## src/design/lav_pkg.sv

```systemverilog
// Shared widths, word layouts and vector types of the look-at view matrix pipeline.
// No dependencies; every other file of the block imports this package.
package lav_pkg;

    localparam int COORD_W   = 32;              // eye, target and up coordinates
    localparam int FRAC_W    = 16;              // fraction bits of Q16.16
    localparam int UNIT_W    = FRAC_W + 2;      // unit axis components
    localparam int ONE_Q     = 1 << FRAC_W;
    localparam int DIR_W     = COORD_W + 1;     // target minus eye
    localparam int ALIGN_W   = 24;              // magnitude bits after alignment
    localparam int AVEC_W    = ALIGN_W + 1;     // signed aligned component
    localparam int SQP_W     = 2 * ALIGN_W;     // one square
    localparam int SUM_W     = SQP_W + 2;       // sum of three squares
    localparam int SQR_SHIFT = 12;
    localparam int SQ_W      = SUM_W + SQR_SHIFT;
    localparam int ROOT_W    = SQ_W / 2;
    localparam int NUM_SHIFT = FRAC_W + 6;
    localparam int QUO_W     = 18;
    localparam int DIV_W     = ROOT_W + QUO_W;
    localparam int CROSS_W   = 44;              // forward x aligned up
    localparam int TUP_W     = 37;              // right x forward
    localparam int TRN_W     = 53;              // translation sums
    localparam int IN_W      = 9 * COORD_W;
    localparam int OUT_W     = 264;             // 9 * 18 + 3 * 32, padded to bytes

    typedef logic [2:0][COORD_W-1:0] cvec_t;
    typedef logic [2:0][DIR_W-1:0]   dvec_t;
    typedef logic [2:0][UNIT_W-1:0]  uvec_t;
    typedef logic [2:0][AVEC_W-1:0]  avec_t;
    typedef logic [2:0][ALIGN_W-1:0] mvec_t;
    typedef logic [2:0][DIV_W-1:0]   nvec_t;
    typedef logic [2:0][QUO_W-1:0]   qvec_t;

endpackage

```

## src/design/lav_align.sv

```systemverilog
// Three-stage alignment: scales a vector so that its largest magnitude has 24 bits.
// Depends on lav_pkg; used by lav_norm and by the top level for the up hint.
module lav_align
#(
    parameter int IW = 33,
    parameter int PW = 1
)
(
    input  logic             clk,
    input  logic             rst_n,
    input  logic             en,
    input  logic             in_valid,
    input  logic [2:0][IW-1:0] vec,
    input  logic [PW-1:0]    in_side,
    output logic             out_valid,
    output lav_pkg::avec_t   avec,
    output logic             nz,
    output logic [PW-1:0]    out_side
);
    import lav_pkg::*;

    localparam int LW = $clog2(IW + 1);

    function automatic logic [LW-1:0] bit_len(input logic [IW-1:0] m);
        logic [LW-1:0] l;
        l = '0;
        for (int i = 0; i < IW; i++)
        begin
            if (m[i])
            begin
                l = LW'(i + 1);
            end
        end
        return l;
    endfunction

    logic [2:0]          v_reg;
    logic [2:0][IW-1:0]  mag1_reg, mag1_next, mag2_reg;
    logic [2:0]          sgn1_reg, sgn2_reg;
    logic [PW-1:0]       side1_reg, side2_reg, side3_reg;
    logic [LW-1:0]       len2_reg, len2_next;
    avec_t               a3_reg, a3_next;
    logic                nz3_reg;
    logic [IW-1:0]       mx;

    always_comb
    begin
        for (int i = 0; i < 3; i++)
        begin
            mag1_next[i] = vec[i][IW-1] ? (~vec[i] + 1'b1) : vec[i];
        end
        mx = mag1_reg[0];
        if (mag1_reg[1] > mx)
        begin
            mx = mag1_reg[1];
        end
        if (mag1_reg[2] > mx)
        begin
            mx = mag1_reg[2];
        end
        len2_next = bit_len(mx);
    end

    // Shifting the magnitude with 24 zero bits appended right by its length
    // covers both the left and the truncating right alignment.
    always_comb
    begin
        logic [IW+ALIGN_W-1:0] wide;
        logic [AVEC_W-1:0]     ae;
        for (int i = 0; i < 3; i++)
        begin
            wide = {mag2_reg[i], {ALIGN_W{1'b0}}} >> len2_reg;
            ae = {1'b0, wide[ALIGN_W-1:0]};
            a3_next[i] = sgn2_reg[i] ? (~ae + 1'b1) : ae;
        end
    end

    always_ff @(posedge clk or negedge rst_n)
    begin
        if (!rst_n)
        begin
            v_reg <= '0;
        end
        else if (en)
        begin
            v_reg <= {v_reg[1:0], in_valid};
        end
    end

    always_ff @(posedge clk)
    begin
        if (en)
        begin
            mag1_reg  <= mag1_next;
            for (int i = 0; i < 3; i++)
            begin
                sgn1_reg[i] <= vec[i][IW-1];
            end
            side1_reg <= in_side;
            mag2_reg  <= mag1_reg;
            sgn2_reg  <= sgn1_reg;
            len2_reg  <= len2_next;
            side2_reg <= side1_reg;
            a3_reg    <= a3_next;
            nz3_reg   <= (len2_reg != '0);
            side3_reg <= side2_reg;
        end
    end

    assign out_valid = v_reg[2];
    assign avec      = a3_reg;
    assign nz        = nz3_reg;
    assign out_side  = side3_reg;

endmodule

```

## config.mk

```make
export PLATFORM = sky130hd
export DESIGN_NAME = lav_align
export DESIGN_NICKNAME = d
export VERILOG_FILES = /design/src/design/lav_pkg.sv /design/src/design/lav_align.sv
export SDC_FILE = /design/constraint.sdc
export NUM_CORES = 1
export LEC_CHECK = 0
export BUFFER_PORTS_ARGS = -buffer_cell sky130_fd_sc_hd__buf_2
export CORE_AREA = 2 2 151 264
export CTS_CLUSTER_SIZE = 10
export DETAILED_ROUTE_END_ITERATION = 12
export DIE_AREA = 0 0 153 266
export PLACE_DENSITY_LB_ADDON = 0.12
export SLEW_MARGIN = 20
export SYNTH_ARGS = -nofsm -noshare
export SYNTH_HDL_FRONTEND = slang
export SYNTH_SLANG_ARGS = --single-unit
export TNS_END_PERCENT = 20
```

## constraint.sdc

```tcl
create_clock -name clk -period 6.7 [get_ports clk]
set_clock_uncertainty 0.2 [all_clocks]
set_input_delay 0.67 -clock clk [delete_from_list [all_inputs] [get_ports clk]]
set_output_delay 0.67 -clock clk [all_outputs]
set_load 0.01 [all_outputs]
```

==> flow_metrics.env <==
export IMPL_status="finished, final reports clean"
export IMPL_num_fill_cells=3198
export IMPL_arrival_ns=6.48
export IMPL_synth_top_family_by_area="multiplexers"
export IMPL_io_buffers=181
export IMPL_layout_drive_gt1_share=0.2189
export IMPL_grt_overflow=0
export IMPL_ant_nets=0
export IMPL_wl_per_cell_um=24.16
export IMPL_max_freq_mhz=158.2
export IMPL_drtIter0Drc=1066
export IMPL_synth_compound_area_share=0.1419
export IMPL_clock_sinks=292
export IMPL_power_density_mw_per_mm2=309.4
export IMPL_syn_area_mm2=0.02103
export IMPL_hold_path_class="input port to flip-flop"
export IMPL_multiInputGateArea_mm2=0.01153
export IMPL_clk_pin_slew_ns=0.05
export IMPL_finalCritPeriodShare=0.9432
export IMPL_place_gp_congestion=1.007
export IMPL_drc_errors=0
export IMPL_cp_max_fo=25
export IMPL_grt_start_max_net_pins=175
export IMPL_cts_resized=0
export IMPL_critPathKind="flip-flop to flip-flop"
export IMPL_crit_required_ns=6.86
export IMPL_vias_per_cell=6.512
export IMPL_floorplan_rows=96
export IMPL_clock_latency_ns=0.54
export IMPL_hold_violations=0
export IMPL_leakagePower_nw=8.743
export IMPL_synth_cells=1864
export IMPL_synthArstFlopShare=0.01027
export IMPL_hpwl_um=47500
export IMPL_synth_top_cells_by_area="edfxtp_1, mux4_2, xnor2_1, ha_1, mux2i_1"
export IMPL_track_usage=0.2962
export IMPL_syn_area_per_cell_um2=11.28
export IMPL_yosys_area_share_xor_xnor=0.06497
export IMPL_ctsHtreeMaxLevel=2
export IMPL_rsz0062_at_grt="false"
export IMPL_synth_area_mux_share=0.1803
export IMPL_die_x_um=153
export IMPL_die_area_mm2=0.04070
export IMPL_dr_pass1_iters=5
export IMPL_peakVddDrop_mv=0.1985
export IMPL_slew_headroom=0.3188
export IMPL_syn_nets=2040
export IMPL_yosys_register_bits=292
export IMPL_synth_edf_count=289
export IMPL_cts_buffer_depth=3
export IMPL_holdWs_ns=0.1104
export IMPL_synth_adder_area_share=0.04283
export IMPL_cts_inserted_buffers=35
export IMPL_nNetsFinal=2199
export IMPL_ios=182
export IMPL_initial_core_util=0.5421
export IMPL_min_period_ns=6.320
export IMPL_syn2layout_area_growth_pct=11.36
export IMPL_place_ws_ns=0.4145
export IMPL_grt_pass1_vias=16050
export IMPL_grt_pass1_wl_um=92980
export IMPL_cts_tree="yes"
export IMPL_ys_types=84
export IMPL_cts_root_buf="clkbuf_16"
export IMPL_synth_top_area_frac=0.4126
export IMPL_finalWorstSetupSlack_ns=0.3804
export IMPL_final_max_slew_viol_count=0
export IMPL_synth_largest_area_cell="edfxtp_1"
export IMPL_yosys_area_share_simple=0.1168
export IMPL_num_antenna_cells=0
export IMPL_regArea_mm2=0.008753
export IMPL_yosys_cell_count_top_type="edfxtp_1"
export IMPL_synth_commonest_cells="edfxtp_1, nand2_1, xnor2_1"
export IMPL_fin_tns_setup_ns=0
export IMPL_num_vias=16430
export IMPL_worst_pin_slew_ns=1.019
export IMPL_finalSetupViolCount=0
export IMPL_maxCapViolCount=0
export IMPL_synthFlopType="edfxtp_1"
export IMPL_seq_area_frac_synth=0.4162
export IMPL_end_kind="flip-flop"
export IMPL_core_area_mm2=0.03880
export IMPL_antenna_found_initial=0
export IMPL_wirelength_um=60950
export IMPL_yosysWarnings=0
export IMPL_fp_dieH_um=266
export IMPL_worstSetupStartpointType="flip-flop"
cell type report:
class | count | area share
clock inverter | 6 | 0.001656
clock buffer | 41 | 0.03836
timing repair buffer | 229 | 0.05673
multi-input combinational | 1396 | 0.4922
inverter | 69 | 0.01111
sequential | 292 | 0.3737
tap | 490 | 0.02618
critical path: stages, from the launching register on:
cell and delay, ns:
edfxtp_1 0.53, ha_1 0.39, nand4_1 0.14, or4_1 0.60, nand2b_1 0.19, o21ai_0 0.36, o31ai_4 0.10, buf_12 0.16
buf_12 0.16, mux2i_1 0.37, ha_1 0.21, a211oi_1 0.07, o21ai_0 0.16, o211ai_1 0.12, a221oi_1 0.41, buf_4 0.21
o31ai_2 0.10, or2_2 0.47, or4b_2 0.68, o2bb2ai_1 0.16, a211oi_1 0.09, o32ai_1 0.27
power by group:
group / switching (mW) / internal (mW) / leakage [nW]
Sequential: 0.218 / 2.38 / 2.87
Clock: 0.713 / 0.941 / 0.459
Combinational: 1.72 / 1.28 / 5.42
Total: 2.65 / 4.60 / 8.74
path summary, 6_finish.rpt:
kind                                             start                         to  slack (ns)  depth (start not counted)
worst max-delay path            mag1_reg[61]$_DFFE_PP_  len2_reg[0]$_SDFFCE_PP1P_        0.38                         21
worst min-delay path                           in_side        side1_reg$_DFFE_PP_        0.11                          1
worst max register to register  mag1_reg[61]$_DFFE_PP_  len2_reg[0]$_SDFFCE_PP1P_        0.38                         21
worst min register to register   sgn1_reg[2]$_DFFE_PP_      sgn2_reg[2]$_DFFE_PP_        0.20                          0
max in group asynchronous                        rst_n       v_reg[0]$_DFFE_PN0P_        5.91                          2
min in group asynchronous                        rst_n       v_reg[2]$_DFFE_PN0P_        0.29                          2
kinds of logic after synthesis:
group	after synthesis
AO/OA/AOI/OAI	431
XOR/XNOR	156
flip-flops	292
AND/OR/NAND/NOR	493
adder cells (fa/ha/maj)	72
buffers and inverters	176
multiplexers	244
cells in the final DEF, fill, tap and decap left out, types with 29 or more instances in the layout:
cell type / instances
nand2_1: 157
o21ai_0: 99
mux2_2: 58
inv_1: 65
mux2i_1: 87
buf_4: 43
clkbuf_16: 35
ha_1: 72
nor2_1: 102
o31ai_1: 40
a21oi_1: 68
or3_1: 29
xnor2_1: 138
nand3_1: 36
nor3_1: 36
buf_2: 180
mux4_2: 89
edfxtp_1: 289
layer usage:
layer  vias to the layer above  share of wire  global-route usage
li1                       7567              -                   -
met1                      7982           0.36              0.3248
met2                       657           0.52              0.5302
met3                       223          0.043             0.02977
met4                         0          0.085              0.2177
met5                         -              0                   0
timing repair:
item,in CTS,in global routing
setup buffers,0,6
endpoints found under the setup margin,0,1
hold buffers,1,0
hold endpoints to repair,3,0
metrics by stage:
stage                     instances  cell area (um^2)  power (mW)    util
after floorplan                1864             21050       4.682       -
after global placement         2469             22420       5.535  0.5778
after detailed placement       2469             22420       5.582  0.5778
after CTS                      2517             23360       7.252  0.6022
after global routing           2523             23420       7.623  0.6037
final                          2523             23420       7.247  0.6037
Power figures use the tool's default switching activity.
